### config.mk
export PLATFORM = sky130hd
export DESIGN_NAME = keypad_debounce_autorepeat_core
export DESIGN_NICKNAME = d
export VERILOG_FILES = /design/src/rtl/kda_pkg.sv /design/src/rtl/keypad_debounce_autorepeat_core.sv /design/src/rtl/kda_lane.sv /design/src/rtl/kda_scan.sv
export SDC_FILE = /design/constraint.sdc
export NUM_CORES = 1
export LEC_CHECK = 0
export BUFFER_PORTS_ARGS = -buffer_cell sky130_fd_sc_hd__buf_4
export CAP_MARGIN = 20
export CELL_PAD_IN_SITES_DETAIL_PLACEMENT = 0
export CELL_PAD_IN_SITES_GLOBAL_PLACEMENT = 1
export CORE_MARGIN = 2
export CORE_UTILIZATION = 48
export DETAILED_ROUTE_END_ITERATION = 6
export PLACE_DENSITY_LB_ADDON = 0.1
export SLEW_MARGIN = 20
export SYNTH_ARGS = -nofsm -noshare
export SYNTH_HDL_FRONTEND = slang
export SYNTH_HIERARCHICAL = 1
export SYNTH_SLANG_ARGS = --single-unit
### constraint.sdc
create_clock -name clk -period 5.2 [get_ports clk]
set_clock_uncertainty 0.1 [all_clocks]
set_input_delay 0.52 -clock clk [delete_from_list [all_inputs] [get_ports clk]]
set_output_delay 0.52 -clock clk [all_outputs]
set_load 0.01 [all_outputs]
### src/rtl/kda_pkg.sv
`timescale 1ns / 1ps
// ----------------------------------------------------------------------------
// kda_pkg
// Shared types and constants for the keypad debounce / auto-repeat front end.
// ----------------------------------------------------------------------------
package kda_pkg;

  localparam int RAW_W    = 4;   // raw button pins carried by one word
  localparam int LIMIT_W  = 8;
  localparam int DELAY_W  = 16;
  localparam int BEEP_W   = 8;
  localparam int CODE_W   = 3;
  localparam int CFG_AW   = 3;
  localparam int CFG_DW   = 16;

  localparam logic [LIMIT_W-1:0] DEBOUNCE_LIMIT_RST = 8'd100;
  localparam logic [DELAY_W-1:0] REPEAT_DELAY_RST   = 16'd700;
  localparam logic [DELAY_W-1:0] REPEAT_PERIOD_RST  = 16'd10;
  localparam logic [BEEP_W-1:0]  BEEP_LENGTH_RST    = 8'd20;

  localparam logic [CODE_W-1:0]  KEY_CODE_BASE      = 3'd4;

  // configuration register indexes
  localparam logic [CFG_AW-1:0] REG_DEBOUNCE_LIMIT = 3'd0;
  localparam logic [CFG_AW-1:0] REG_REPEAT_DELAY   = 3'd1;
  localparam logic [CFG_AW-1:0] REG_REPEAT_PERIOD  = 3'd2;
  localparam logic [CFG_AW-1:0] REG_BEEP_LENGTH    = 3'd3;
  localparam logic [CFG_AW-1:0] REG_REPEAT_ENABLE  = 3'd4;

  typedef enum logic {
    OP_TICK = 1'b0,
    OP_READ = 1'b1
  } op_t;

  typedef struct packed {
    op_t              op;
    logic [RAW_W-1:0] raw_buttons;
  } in_word_t;

  typedef struct packed {
    logic              key_ready;
    logic [CODE_W-1:0] key_code;
    logic              bell_level;
    logic              repeating;
  } out_word_t;

  typedef struct packed {
    logic [DELAY_W-1:0] repeat_delay;
    logic [DELAY_W-1:0] repeat_period;
    logic [BEEP_W-1:0]  beep_length;
    logic               repeat_enable;
  } cfg_regs_t;

endpackage

### src/rtl/keypad_debounce_autorepeat_core.sv
`timescale 1ns / 1ps
// ----------------------------------------------------------------------------
// keypad_debounce_autorepeat_core
// Keypad front end: per-key debounce lanes, round-robin scan with scan-code
// latch, auto-repeat timing and beeper, on a 1 ms tick word.
//
//   port group   dir   handshake          word
//   in_*         in    in_valid/in_ready  kda_pkg::in_word_t
//   out_*        out   out_valid/out_ready kda_pkg::out_word_t
//   cfg_*        in    cfg_we             cfg_addr / cfg_wdata
//
// One word per cycle; its result word appears in the output register on the
// next cycle. The scan stage updates on each accepted word, the lanes only on
// tick words. in_ready drops only while a result sits in the output register
// and out_ready is low. rst_n is synchronous and resets all but out_data_r.
// ----------------------------------------------------------------------------
module keypad_debounce_autorepeat_core #(
  parameter int NUM_KEYS = 4
) (
  input  logic                        clk,
  input  logic                        rst_n,
  input  logic                        in_valid,
  output logic                        in_ready,
  input  kda_pkg::in_word_t           in_data,
  output logic                        out_valid,
  input  logic                        out_ready,
  output kda_pkg::out_word_t          out_data,
  input  logic                        cfg_we,
  input  logic [kda_pkg::CFG_AW-1:0]  cfg_addr,
  input  logic [kda_pkg::CFG_DW-1:0]  cfg_wdata
);

  logic [kda_pkg::LIMIT_W-1:0] limit_r;
  kda_pkg::cfg_regs_t          cfg_r;
  logic                        fire;
  logic                        tick_en;
  logic [NUM_KEYS-1:0]         level_nxt;
  kda_pkg::out_word_t          res_nxt;
  logic                        out_valid_r;
  kda_pkg::out_word_t          out_data_r;

  always_ff @(posedge clk) begin
    if (!rst_n) begin
      limit_r             <= kda_pkg::DEBOUNCE_LIMIT_RST;
      cfg_r.repeat_delay  <= kda_pkg::REPEAT_DELAY_RST;
      cfg_r.repeat_period <= kda_pkg::REPEAT_PERIOD_RST;
      cfg_r.beep_length   <= kda_pkg::BEEP_LENGTH_RST;
      cfg_r.repeat_enable <= 1'b0;
    end else if (cfg_we) begin
      unique case (cfg_addr)
        kda_pkg::REG_DEBOUNCE_LIMIT: limit_r <= cfg_wdata[kda_pkg::LIMIT_W-1:0];
        kda_pkg::REG_REPEAT_DELAY:   cfg_r.repeat_delay  <= cfg_wdata;
        kda_pkg::REG_REPEAT_PERIOD:  cfg_r.repeat_period <= cfg_wdata;
        kda_pkg::REG_BEEP_LENGTH:    cfg_r.beep_length   <= cfg_wdata[kda_pkg::BEEP_W-1:0];
        kda_pkg::REG_REPEAT_ENABLE:  cfg_r.repeat_enable <= cfg_wdata[0];
        default: ;
      endcase
    end
  end

  assign in_ready = !out_valid_r || out_ready;
  assign fire     = in_valid && in_ready;
  assign tick_en  = fire && (in_data.op == kda_pkg::OP_TICK);

  for (genvar i = 0; i < NUM_KEYS; i++) begin : g_lane
    logic raw_bit;
    // pins past the raw field read as pressed
    if (i < kda_pkg::RAW_W) begin : g_pin
      assign raw_bit = in_data.raw_buttons[i];
    end else begin : g_nopin
      assign raw_bit = 1'b0;
    end

    kda_lane u_lane (
      .clk       (clk),
      .rst_n     (rst_n),
      .tick_en   (tick_en),
      .raw_bit   (raw_bit),
      .limit     (limit_r),
      .level_nxt (level_nxt[i])
    );
  end

  kda_scan #(
    .NUM_KEYS (NUM_KEYS)
  ) u_scan (
    .clk       (clk),
    .rst_n     (rst_n),
    .fire      (fire),
    .op        (in_data.op),
    .level_nxt (level_nxt),
    .cfg       (cfg_r),
    .res_nxt   (res_nxt)
  );

  always_ff @(posedge clk) begin
    if (!rst_n) begin
      out_valid_r <= 1'b0;
    end else if (fire) begin
      out_valid_r <= 1'b1;
    end else if (out_ready) begin
      out_valid_r <= 1'b0;
    end
  end

  always_ff @(posedge clk) begin
    if (fire) begin
      out_data_r <= res_nxt;
    end
  end

  assign out_valid = out_valid_r;
  assign out_data  = out_data_r;

endmodule

### src/rtl/kda_lane.sv
`timescale 1ns / 1ps
// ----------------------------------------------------------------------------
// kda_lane
// One button debouncer: saturating up/down integrator with hysteresis.
// ----------------------------------------------------------------------------
module kda_lane (
  input  logic                        clk,
  input  logic                        rst_n,
  input  logic                        tick_en,
  input  logic                        raw_bit,
  input  logic [kda_pkg::LIMIT_W-1:0] limit,
  output logic                        level_nxt
);

  logic [kda_pkg::LIMIT_W-1:0] integ_r;
  logic [kda_pkg::LIMIT_W-1:0] integ_nxt;
  logic                        level_r;

  always_comb begin
    integ_nxt = integ_r;
    level_nxt = level_r;
    if (raw_bit) begin
      if (integ_r < limit) begin
        integ_nxt = integ_r + 1'b1;
      end
      if (integ_nxt >= limit) begin
        level_nxt = 1'b1;
      end
    end else begin
      if (integ_r != '0) begin
        integ_nxt = integ_r - 1'b1;
      end
      if (integ_nxt == '0) begin
        level_nxt = 1'b0;
      end
    end
  end

  always_ff @(posedge clk) begin
    if (!rst_n) begin
      integ_r <= kda_pkg::DEBOUNCE_LIMIT_RST;
      level_r <= 1'b1;
    end else if (tick_en) begin
      integ_r <= integ_nxt;
      level_r <= level_nxt;
    end
  end

endmodule

### src/rtl/kda_scan.sv
`timescale 1ns / 1ps
// ----------------------------------------------------------------------------
// kda_scan
// Merge stage: round-robin key scan over the lane levels, scan-code latch,
// auto-repeat timer and beeper.
// ----------------------------------------------------------------------------
module kda_scan #(
  parameter int NUM_KEYS = 4
) (
  input  logic                 clk,
  input  logic                 rst_n,
  input  logic                 fire,
  input  kda_pkg::op_t         op,
  input  logic [NUM_KEYS-1:0]  level_nxt,
  input  kda_pkg::cfg_regs_t   cfg,
  output kda_pkg::out_word_t   res_nxt
);

  localparam int SCAN_W = (NUM_KEYS > 1) ? $clog2(NUM_KEYS) : 1;
  localparam logic [SCAN_W-1:0] LAST_POS = SCAN_W'(NUM_KEYS - 1);

  logic [NUM_KEYS-1:0]          held_r, held_nxt;
  logic [SCAN_W-1:0]            scan_r, scan_nxt;
  logic [SCAN_W-1:0]            lat_r, lat_nxt;
  logic                         rdy_r, rdy_nxt;
  logic                         dly_run_r, dly_run_nxt;
  logic                         dly_done_r, dly_done_nxt;
  logic                         rep_r, rep_nxt;
  logic [kda_pkg::DELAY_W-1:0]  dly_cnt_r, dly_cnt_nxt;
  logic                         beep_run_r, beep_run_nxt;
  logic [kda_pkg::BEEP_W-1:0]   beep_cnt_r, beep_cnt_nxt;
  logic                         bell_r, bell_nxt;
  logic [kda_pkg::CODE_W-1:0]   code;

  always_comb begin
    held_nxt     = held_r;
    scan_nxt     = scan_r;
    lat_nxt      = lat_r;
    rdy_nxt      = rdy_r;
    dly_run_nxt  = dly_run_r;
    dly_done_nxt = dly_done_r;
    rep_nxt      = rep_r;
    dly_cnt_nxt  = dly_cnt_r;
    beep_run_nxt = beep_run_r;
    beep_cnt_nxt = beep_cnt_r;
    bell_nxt     = bell_r;
    code         = '0;

    if (op == kda_pkg::OP_READ) begin
      rdy_nxt = 1'b0;
      code    = kda_pkg::KEY_CODE_BASE - kda_pkg::CODE_W'(lat_r);
    end else begin
      if (dly_run_r) begin
        dly_cnt_nxt = dly_cnt_r - 1'b1;
        if (dly_cnt_nxt == '0) begin
          dly_done_nxt = 1'b1;
          dly_run_nxt  = 1'b0;
        end
      end

      if (beep_run_r) begin
        bell_nxt     = ~bell_r;
        beep_cnt_nxt = beep_cnt_r - 1'b1;
        if (beep_cnt_nxt == '0) begin
          bell_nxt     = 1'b1;
          beep_run_nxt = 1'b0;
        end
      end

      if (!level_nxt[scan_r]) begin
        if (!held_r[scan_r]) begin
          // new press
          if (!rdy_r) begin
            lat_nxt = scan_r;
            rdy_nxt = 1'b1;
          end
          bell_nxt     = 1'b0;
          beep_run_nxt = 1'b1;
          beep_cnt_nxt = cfg.beep_length;
          dly_run_nxt  = 1'b1;
          dly_cnt_nxt  = cfg.repeat_delay;
        end else if (dly_done_nxt) begin
          rep_nxt = 1'b1;
          if (!rdy_r && cfg.repeat_enable) begin
            lat_nxt = scan_r;
            rdy_nxt = 1'b1;
          end
          dly_done_nxt = 1'b0;
          dly_run_nxt  = 1'b1;
          dly_cnt_nxt  = cfg.repeat_period;
        end
        held_nxt[scan_r] = 1'b1;
      end else begin
        if (held_r[scan_r]) begin
          dly_run_nxt  = 1'b0;
          dly_done_nxt = 1'b0;
          rep_nxt      = 1'b0;
        end
        held_nxt[scan_r] = 1'b0;
      end

      scan_nxt = (scan_r == LAST_POS) ? '0 : scan_r + 1'b1;
    end

    res_nxt.key_ready  = rdy_nxt;
    res_nxt.key_code   = code;
    res_nxt.bell_level = bell_nxt;
    res_nxt.repeating  = rep_nxt;
  end

  always_ff @(posedge clk) begin
    if (!rst_n) begin
      held_r     <= '0;
      scan_r     <= '0;
      lat_r      <= '0;
      rdy_r      <= 1'b0;
      dly_run_r  <= 1'b0;
      dly_done_r <= 1'b0;
      rep_r      <= 1'b0;
      dly_cnt_r  <= '0;
      beep_run_r <= 1'b0;
      beep_cnt_r <= '0;
      bell_r     <= 1'b1;
    end else if (fire) begin
      held_r     <= held_nxt;
      scan_r     <= scan_nxt;
      lat_r      <= lat_nxt;
      rdy_r      <= rdy_nxt;
      dly_run_r  <= dly_run_nxt;
      dly_done_r <= dly_done_nxt;
      rep_r      <= rep_nxt;
      dly_cnt_r  <= dly_cnt_nxt;
      beep_run_r <= beep_run_nxt;
      beep_cnt_r <= beep_cnt_nxt;
      bell_r     <= bell_nxt;
    end
  end

endmodule
# Yosys cells after proc, flatten, opt, wreduce, memory -nomap -nowiden
# Cells that the tools add are included.
[totals]
register_bits = 130
in_bits = 29
output_inout_bits = 8
word_cells = 173
[classes]
add_sub_neg = 12
order_cmp = 10
eq_ne = 8
mux = 82
bitwise = 6
reduce_logical = 26
[ops]
columns = ["operator", "n"]
rows = [
  ["$mux W8", 23],
  ["$mux W16", 4],
  ["$mux W1", 46],
  ["$logic_not A8 Y1", 5],
  ["$sub A8 B1 Y8 const B", 5],
  ["$add A8 B1 Y8 const B", 4],
  ["$ge A8 B8 Y1", 4],
  ["$lt A8 B8 Y1", 4],
  ["$reduce_bool A8 Y1", 4],
  ["$logic_not A16 Y1", 1],
  ["$sub A16 B1 Y16 const B", 1],
  ["$reduce_and A2 Y1", 6],
  ["$mux W2", 5],
  ["$eq A3 B2 Y1 const B", 2],
  ["$reduce_and A6 Y1", 1],
  ["$and A4 B4 Y4", 1],
  ["$bmux W1 S2", 2],
  ["$logic_and A1 B1 Y1", 4],
  ["$mux W4", 1],
  ["$ne A2 B2 Y1 const B", 2],
  ["$not A4 Y4", 1],
  ["$or A4 B4 Y4", 1],
  ["$eq A3 B1 Y1 const B", 1],
  ["$eq A3 B3 Y1 const B", 1],
  ["12 further kinds", 15],
]

# Depth between registers and ports, before layout
# Gate-level depths: netlist of the first run.
[logic_depth]
ltp_word = 10
mapped_depth = 20
depth_no_buf = 19

# Cells and area by module
# Netlist of the first run, hierarchy kept.
[by_module_without_submodules]
columns = ["mod", "n_inst", "cells_per_inst", "area_each_um2", "seq_area_each_um2"]
rows = [
  ["kda_lane", 4, 167, 1253.7, 180.2],
  ["kda_scan", 1, 383, 2880.3, 760.7],
  ["keypad_debounce_autorepeat_core", 1, 202, 2162.1, 1181.1],
]

# Worst setup path after synthesis of the first run
# OpenSTA, ideal clock, no wires.
[synth_timing]
path_kind = "reg-to-reg"
startpoint = "register limit_r[2] (netlist bit)"
endpoint = "register out_data_r, in the netlist out_data[5] (data pin)"
setup_ns = 0.251
arrival_ns = 3.926
required_ns = 4.849
path_slack_ns = 0.922
stages_incl_launch_ff = 20
path_buffers = 2
synth_period_minus_slack_ns = 4.278
path_cell_list = "dfxtp_1 > inv_1 > ha_1 > a211o_1 > a31oi_2 > o221a_2 > nand2_1 > xnor2_1 > ha_1 > nand2_1 > o21ai_0 > a41oi_1 > o21ai_1 > mux2i_1 > mux2i_1 > nor2_1 > clkbuf_1 > a311oi_1 > nor2_1 > buf_4"
[synth_via]
elab_chain_len = 10
word_cells_on_any_way = 28
classes_between = "order compare (8); mux (20)"
[synth_rtl]
columns = ["element", "line", "rtl"]
rows = [
  ["start, declared", "keypad_debounce_autorepeat_core.sv:33", "logic [kda_pkg::LIMIT_W-1:0] limit_r;"],
  ["start signal, assigned", "keypad_debounce_autorepeat_core.sv:44", "limit_r <= kda_pkg::DEBOUNCE_LIMIT_RST;"],
  ["start signal, assigned", "keypad_debounce_autorepeat_core.sv:51", "kda_pkg::REG_DEBOUNCE_LIMIT: limit_r <= cfg_wdata[kda_pkg::LIMIT_W-1:0];"],
  ["$lt A8 B8 Y1", "kda_lane.sv:23", "if (integ_r < limit) begin"],
  ["$mux W8", "kda_lane.sv:23", ""],
  ["$mux W8", "kda_lane.sv:22", "if (raw_bit) begin"],
  ["$ge A8 B8 Y1 *", "kda_lane.sv:26", "if (integ_nxt >= limit) begin"],
  ["$mux W1 *", "kda_lane.sv:26", ""],
  ["$mux W1 *", "kda_lane.sv:22", ""],
  ["via level_nxt[3]", "keypad_debounce_autorepeat_core.sv:37", "logic [NUM_KEYS-1:0] level_nxt;"],
  ["$bmux W1 S2 *", "kda_scan.sv:70", "if (!level_nxt[scan_r]) begin"],
  ["$mux W1 (not written as such) *", "kda_scan.sv:70", ""],
  ["$mux W1 *", "kda_scan.sv:70", ""],
  ["$mux W1 *", "kda_scan.sv:49", "if (op == kda_pkg::OP_READ) begin"],
  ["via u_scan.rdy_nxt", "kda_scan.sv:25", "logic rdy_r, rdy_nxt;"],
  ["end signal, assigned", "keypad_debounce_autorepeat_core.sv:108", "out_data_r <= res_nxt;"],
  ["end, declared", "keypad_debounce_autorepeat_core.sv:40", "kda_pkg::out_word_t out_data_r;"],
]
# Mark *: on every way through the listed nets, which the timed path passes. The rest lies on a longest branch. The select of a mux whose other input is x is not followed.
# A chain may end at the register's enable or synchronous reset.

# Worst setup path after layout of the first run
[layout_timing]
startpoint = "register limit_r[2] (netlist bit)"
endpoint = "register u_scan/dly_cnt_r[3] (netlist bit)"
[layout_via]
elab_chain_len = 9
word_cells_on_any_way = 27
classes_between = "order compare (8); mux (19)"
[layout_rtl]
columns = ["element", "line", "rtl"]
rows = [
  ["$lt A8 B8 Y1", "kda_lane.sv:23", ""],
  ["$mux W8", "kda_lane.sv:23", ""],
  ["$mux W8", "kda_lane.sv:22", ""],
  ["$ge A8 B8 Y1 *", "kda_lane.sv:26", ""],
  ["$mux W1 *", "kda_lane.sv:26", ""],
  ["$mux W1 *", "kda_lane.sv:22", ""],
  ["via level_nxt[3]", "keypad_debounce_autorepeat_core.sv:37", ""],
  ["$bmux W1 S2 *", "kda_scan.sv:70", ""],
  ["$mux W1 (not written as such) *", "kda_scan.sv:70", ""],
  ["$mux W16 *", "kda_scan.sv:70", ""],
  ["end signal, assigned", "kda_scan.sv:132", "dly_cnt_r <= dly_cnt_nxt;"],
  ["end, declared", "kda_scan.sv:29", "logic [kda_pkg::DELAY_W-1:0] dly_cnt_r, dly_cnt_nxt;"],
]
# Marked as above.

==> metrics.cfg, run 1 <==
[power]
power_frac_comb = 0.180
power.switching_mw = 0.857
power_report.internal_total_mw = 1.91
power.clock.fraction = 0.430
power_density_nw_per_um2 = 250
leakagePower_nw = 4.27
swShare = 0.310
power.sequential.fraction = 0.389
power.ir.vdd_worst_mv = 0.210

[floorplan]
fp.dieW_um = 149
floorplan_core_area_sq_um = 20400
initial_utilization = 0.492
die_y_extent_um = 149
io-pin-count = 37
floorplan.rows = 52
design.die.area_sq_um = 22100

[worst_setup_path]
critical_path.cell_chain = inv_1, ha_1, a211o_1, a31oi_2, o221a_2, nand4_1, xnor2_1, ha_1, nor4_1, nand3_1, a41oi_1, o21ai_1, mux2i_1, mux2i_1, nor2_1, a21boi_2, a221o_1, a21boi_1
crit_slowest_cell = a21boi_2
path_max_fanout = 8
worst-setup-path-type = flip-flop to flip-flop
critPathLaunchType = flip-flop
regToRegStartpoint = limit_r[2]$_SDFFE_PN1P_
cp.arrival_ps = 4920
required_ps = 5370
crit_start = limit_r[2]$_SDFFE_PN1P_
critical_path.max_stage_delay_ps = 470
critical_path.endpoint_type = flip-flop

[clock_tree]
insertion_delay_ps = 430
path_clk_slew_ps = 70
cts_resized = 0
cts-buffers-inserted = 17
cts_post_setup_buffers_inserted = 0
clock_sinks = 130
post_cts_hold_buffer_count = 0
tritoncts = yes
ctsHtreeMaxLevel = 4
cts.path.max_buffers = 2
cts.root.buffer_cell = clkbuf_16

[sta]
report.final.slew_viol_count = 0
grt_setup_unrepaired = false
finalSetupTns_ps = 0
worstMarginPinSlew_ps = 852
final_period_minus_worst_setup_slack_ps = 4750
setup_viol = 0
finalHoldViolCount = 0
min_period_over_period = 0.914
relative_max_transition_margin = 0.432
clock.fmax_ghz = 0.210

[min_path]
holdCritStartpoint = cfg_wdata[9]
min_path_type = primary input to flip-flop

[final_layout]
finish.net_count = 1352
fin_util = 0.540
area_delta_synth_final_pct = 9.78
final_layout_size_suffix_gt1_frac = 0.104
diodes = 0
finish.cell_count_without_fillers = 1525

[synth]
synth-async-reset-ratio = 0
most_common_cell_in_the_netlist = nand2_1
synth_common_cells = nand2_1 (161), dfxtp_1 (124), mux2i_1 (84)
synth.distinct_cells = 74
synthesis.instances = 1253
synth_seq_cells = 130
mappedNetlistNets = 1363
synth_top_cell_area_share = 0.247
synth_seq_area_share = 0.265
synth_largest_area_cell = dfxtp_1
synthesized_area_per_cell_sq_um = 8.03
synthesis.area_sq_um = 10100
synth_edf_count = 6
synth.area.top_cells = dfxtp_1 (25%), ha_1 (10%), mux2i_1 (8.4%)
warnings_synthesis = 6
postSynth.topFlopCell = dfxtp_1

[grt]
grt_overflow = 0
groute.usage.overall = 0.243
grt_max_degree = 61
antenna_found_initial = 0
vias_in_the_first_global_route = 8361
grt_first_pass_wirelength_um = 43600

[job]
timing.max_cap.violations = 0

[outcome]
result_of_the_run = finished, final reports clean

[place]
place.gp.congestion = 0.872
io_buffers = 36
detailed_place_hpwl_um = 18800
placed_cells = 1493

[drt]
via_per_inst = 5.87
dr_total_vias = 8953
dr.pass1.iters = 5
detail_route.wl_per_cell_um = 17.3
drt_iter0_markers = 659
drt-total-wl_um = 26300
antenna_violating_nets_post_route = 0
drc = 0

==> kinds of logic (layout without fill, tap and decap cells) <==
| family | after synthesis | in the layout | share of synthesized area |
|---|---|---|---|
| compound gates | 287 | 287 | 0.200 |
| xor+xnor | 48 | 48 | 0.0418 |
| fa+ha+maj | 81 | 81 | 0.101 |
| buf+inv | 151 | 153 | 0.0617 |
| flops | 130 | 130 | 0.265 |
| mux | 87 | 87 | 0.0870 |
| simple gates | 469 | 469 | 0.244 |
==> final timing paths <==
kind / endpoint / slack, ps / depth (start not counted)
setup / recovery: u_scan/dly_cnt_r[3]$_SDFFE_PN0P_ / 450 / 18
hold / removal: cfg_r[18]$_SDFFE_PN0P_ / 260 / 3
setup reg to reg: u_scan/dly_cnt_r[3]$_SDFFE_PN0P_ / 450 / 18
hold reg to reg: cfg_r[11]$_SDFFE_PN0P_ / 360 / 2
==> layer usage <==
| metal | routed length [um] | vias up | track usage |
|---|---|---|---|
| li1 | - | 4539 | - |
| met1 | 13600 | 4217 | 0.362 |
| met2 | 11400 | 185 | 0.372 |
| met3 | 1150 | 12 | 0.0407 |
| met4 | 127 | 0 | 0.0495 |
| met5 | 0 | - | 0 |
==> power groups by stage <==
stage / logic (mW) / clock network [mW] / registers [mW]
2_1_floorplan: 0.381 / 0 / 1.08
3_3_place_gp: 0.495 / 0 / 1.10
3_5_place_dp: 0.496 / 0 / 1.10
4_1_cts: 0.498 / 1.22 / 1.08
5_1_grt: 0.559 / 1.25 / 1.08
6_report: 0.499 / 1.19 / 1.08
==> state kept, by name, indices dropped and copies added, names as in the netlist, 2 cells and up, named ones only <==
signal,flops
u_scan/scan_r,2
u_scan/dly_cnt_r,16
u_scan/lat_r,2
cfg_r,41
g_lane.u_lane/integ_r,32
g_lane.u_lane/level_r,4
out_data,6
limit_r,8
u_scan/beep_cnt_r,8
==> layout by cell type, fill, tap and decap left out, types with 7 or more instances in the layout <==
cell,n
nor2b_1,30
nor3_2,8
o21a_1,8
inv_1,64
o21ai_1,10
xor2_1,11
xnor2_1,37
nand4_1,17
nor2_1,75
buf_4,56
o221ai_1,8
dfxtp_1,124
a211o_1,9
nand2b_1,16
nand3_1,53
nand2_1,161
nor4_1,8
o22ai_1,17
a21oi_1,60
a211oi_1,12
o21ai_0,42
nor3_1,39
a31oi_1,25
ha_1,81
nand4b_1,7
mux2i_1,84
and3_1,16
o211ai_1,10
clkbuf_16,17
o31ai_1,17
==> area by class of cell <==
cell class	count	area (sq um)
Multi-Input combinational cell	972	6780
Timing Repair Buffer	57	440
Clock buffer	18	429
Clock inverter	14	146
Fill cell	2005	9390
Sequential cell	130	2660
Inverter	64	240
Tap cell	270	338
==> worst max-delay path, delay by kind of cell, from the launching register on <==
| family | cells | cell delay, ps |
|---|---|---|
| simple gates | 4 | 900 |
| xor+xnor | 1 | 180 |
| mux | 2 | 380 |
| flops | 1 | 450 |
| buf+inv | 1 | 110 |
| fa+ha+maj | 2 | 540 |
| compound gates | 8 | 1940 |
==> per-stage QoR <==
step | area, sq um | power (mW) | hold slack [ps] | worst slack (ps)
2_1_floorplan | 10100 | 1.46 | 334 | 922
3_3_place_gp | 10500 | 1.59 | 343 | 571
3_5_place_dp | 10500 | 1.59 | 350 | 519
4_1_cts | 11000 | 2.79 | 245 | 488
5_1_grt | 11000 | 2.90 | 265 | 152
6_report | 11000 | 2.76 | 260 | 448
Power figures use the tool's default switching activity.
==> run 2, diff against run 1 <==
--- a/config.mk
+++ b/config.mk
@@ -10,7 +10,8 @@
 export CELL_PAD_IN_SITES_DETAIL_PLACEMENT = 0
 export CELL_PAD_IN_SITES_GLOBAL_PLACEMENT = 1
 export CORE_MARGIN = 2
-export CORE_UTILIZATION = 48
+export CORE_UTILIZATION = 49
+export CTS_BUF_LIST = sky130_fd_sc_hd__clkbuf_4 sky130_fd_sc_hd__clkbuf_8
 export DETAILED_ROUTE_END_ITERATION = 6
 export PLACE_DENSITY_LB_ADDON = 0.1
 export SLEW_MARGIN = 20
==> run 2 against run 1 <==
  * Setup slack gained 62 ps
  * Core utilization shrank 0.066 points
  * Flip-flop and latch count is the same
  * Largest cell class unchanged
==> metrics.cfg, run 2 (synthesis gave the netlist of run 1 again) <==
[power]
power_report.internal_total_mw = 1.64  ; was 1.91 mW
power_density_nw_per_um2 = 229  ; was 250 nW/um^2
power.clock.fraction = 0.369  ; was 0.430
power.switching_mw = 0.853  ; was 0.857 mW
power.sequential.fraction = 0.430  ; was 0.389
swShare = 0.341  ; was 0.310
leakagePower_nw = 4.21  ; was 4.27 nW
power_frac_comb = 0.200  ; was 0.180
power.ir.vdd_worst_mv = 0.155  ; was 0.210 mV

[worst_setup_path]
critPathLaunchType = flip-flop  ; unchanged
worst-path-stages = 19  ; was 18
critical_path.cell_chain = inv_1, ha_1, a211o_1, a31oi_2, o221a_2, nand4_1, xnor2_1, ha_1, o21a_1, o31ai_1, o21ai_1, mux2i_1, mux2i_1, nor2_2, buf_4, nor2_1, a22o_1, a22oi_1, nor2_1  ; was inv_1, ha_1, a211o_1, a31oi_2, o221a_2, nand4_1, xnor2_1, ha_1, nor4_1, nand3_1, a41oi_1, o21ai_1, mux2i_1, mux2i_1, nor2_1, a21boi_2, a221o_1, a21boi_1
cp.arrival_ps = 4910  ; was 4920 ps
crit_start = limit_r[2]$_SDFFE_PN1P_  ; unchanged
regToRegStartpoint = limit_r[2]$_SDFFE_PN1P_  ; unchanged
cp-endpoint = u_scan/beep_cnt_r[7]$_SDFFE_PN0P_  ; was u_scan/dly_cnt_r[3]$_SDFFE_PN0P_
critPathTopFamily = compound AO/OA/AOI/OAI gates  ; unchanged
reg2reg_slack_ps = 510  ; was 450 ps
r2r_end = u_scan/beep_cnt_r[7]$_SDFFE_PN0P_  ; was u_scan/dly_cnt_r[3]$_SDFFE_PN0P_
crit_buf_inv = 2  ; was 1
path_max_fanout = 13  ; was 8
required_ps = 5420  ; was 5370 ps
crit_slowest_cell = dfxtp_1  ; was a21boi_2
critical_path.max_stage_delay_ps = 500  ; was 470 ps
critical_path.endpoint_type = flip-flop  ; unchanged
worst-setup-path-type = flip-flop to flip-flop  ; unchanged
r2r_depth = 19  ; was 18

[drt]
detail_route.wl_per_cell_um = 17.4  ; was 17.3 um
dr.pass1.iters = 6  ; was 5
antenna_violating_nets_post_route = 0  ; unchanged
drt_iter0_markers = 614  ; was 659
dr_total_vias = 9053  ; was 8953
drt-total-wl_um = 26500  ; was 26300 um
drc = 0  ; unchanged
via_per_inst = 5.93  ; was 5.87

[sta]
finalSetupTns_ps = 0  ; unchanged
finalHoldViolCount = 0  ; unchanged
setup_viol = 0  ; unchanged
report.final.slew_viol_count = 0  ; unchanged
final_period_minus_worst_setup_slack_ps = 4690  ; was 4750 ps
min_period_over_period = 0.902  ; was 0.914
relative_max_transition_margin = 0.403  ; was 0.432
grt_setup_unrepaired = false  ; unchanged
clock.fmax_ghz = 0.213  ; was 0.210 GHz
worstMarginPinSlew_ps = 895  ; was 852 ps

[floorplan]
fp.dieW_um = 147  ; was 149 um
floorplan.rows = 52  ; unchanged
initial_utilization = 0.499  ; was 0.492
design.die.area_sq_um = 21700  ; was 22100 sq um
floorplan_core_area_sq_um = 20200  ; was 20400 sq um
die_y_extent_um = 147  ; was 149 um
io-pin-count = 37  ; unchanged

[place]
place.gp.congestion = 0.856  ; was 0.872
placed_cells = 1494  ; was 1493
detailed_place_hpwl_um = 18800  ; about the same
area_of_placed_instances_sq_um = 10500  ; about the same
io_buffers = 36  ; unchanged

[grt]
grt_max_degree = 86  ; was 61
antenna_found_initial = 0  ; unchanged
vias_in_the_first_global_route = 8310  ; was 8361
grt_overflow = 0  ; unchanged
groute.usage.overall = 0.246  ; was 0.243
grt_first_pass_wirelength_um = 43600  ; about the same

[clock_tree]
cts_resized = 0  ; unchanged
path_clk_slew_ps = 100  ; was 70 ps
cts-buffers-inserted = 17  ; unchanged
cts_post_setup_buffers_inserted = 0  ; unchanged
cts.root.buffer_cell = clkbuf_8  ; was clkbuf_16
tritoncts = yes  ; unchanged
clock_sinks = 130  ; unchanged
ctsHtreeMaxLevel = 4  ; unchanged
insertion_delay_ps = 450  ; was 430 ps
cts.path.max_buffers = 2  ; unchanged
post_cts_hold_buffer_count = 0  ; unchanged

[final_layout]
finish.net_count = 1353  ; was 1352
finish.cell_count_without_fillers = 1526  ; was 1525
largest_reg_flops = 41  ; unchanged
biggest_regs = cfg_r (41), g_lane.u_lane/integ_r (32), u_scan/dly_cnt_r (16)  ; unchanged
registers.top_by_ff_count = cfg_r  ; unchanged
fin_util = 0.540  ; about the same
most-common-layout-cells = nand2_1 (161), dfxtp_1 (124), mux2i_1 (84)  ; unchanged
area_delta_synth_final_pct = 8.25  ; was 9.78%
final_layout_size_suffix_gt1_frac = 0.106  ; was 0.104
filler_cell_count = 1982  ; was 2005
diodes = 0  ; unchanged
post-route-cell-area_sq_um = 10900  ; was 11000 sq um
layout.cells.most_common = nand2_1  ; unchanged

[job]
timing.max_cap.violations = 0  ; unchanged

[min_path]
min_path_type = primary input to flip-flop  ; unchanged

[outcome]
result_of_the_run = finished, final reports clean  ; unchanged

-- run 2: cell types whose count changed in the layout (fill, tap and decap cells not counted), sizes merged --
cell      before  now
inv           71   75
clkbuf        18   17
clkinv         4    3
buf           57   58
clkinvlp       2    0
-- run 2: worst min-delay path by stage --
stage / from / endpoint / cells past startpoint
after CTS: cfg_wdata[2] / cfg_r[11]$_SDFFE_PN0P_ / 3
after global routing: cfg_wdata[9] / cfg_r[18]$_SDFFE_PN0P_ / 3
after detailed placement: cfg_r[37]$_SDFFE_PN0P_ / cfg_r[37]$_SDFFE_PN0P_ / 2
after floorplan: cfg_r[21]$_SDFFE_PN0P_ / cfg_r[21]$_SDFFE_PN0P_ / 2
final: cfg_wdata[9] / cfg_r[18]$_SDFFE_PN0P_ / 3
after global placement: cfg_r[11]$_SDFFE_PN0P_ / cfg_r[11]$_SDFFE_PN0P_ / 2
-- run 2: area by class of cell --
cell class,count,area (sq um),area share
multi-input cells,972,6780,0.623
flip-flops and latches,130,2660,0.245
repair buffers,58,448,0.0411
well taps,270,338,0.0310
inverters,64,240,0.0221
clock buffers,17,234,0.0215
clock inverters,15,180,0.0165
-- run 2: stage by stage --
stage	hold slack, ps	power (mW)	setup slack [ps]
6_report	218	2.50	510
3_3_place_gp	345	1.59	511
5_1_grt	202	2.63	42.2
2_1_floorplan	334	1.46	922
3_5_place_dp	348	1.59	502
4_1_cts	197	2.52	495
-- run 2: power groups by stage --
stage,Combinational (mW),Clock [mW],Sequential [mW]
3_5_place_dp,0.496,0,1.10
3_3_place_gp,0.496,0,1.10
5_1_grt,0.558,0.992,1.08
4_1_cts,0.499,0.945,1.07
2_1_floorplan,0.381,0,1.08
6_report,0.500,0.922,1.07
-- run 2: layer usage --
layer	vias to the layer above	global-route usage	wire length, um
met5	-	0	0
met4	0	0.0543	323
met3	26	0.0360	1220
met2	248	0.386	11800
met1	4242	0.358	13200
li1	4537	-	-
-- run 2: worst min-delay path, delay by kind of cell --
kind | cells | cell delay (ps)
buffers and inverters | 1 | 110
multiplexers | 1 | 50
AND/OR/NAND/NOR | 1 | 50
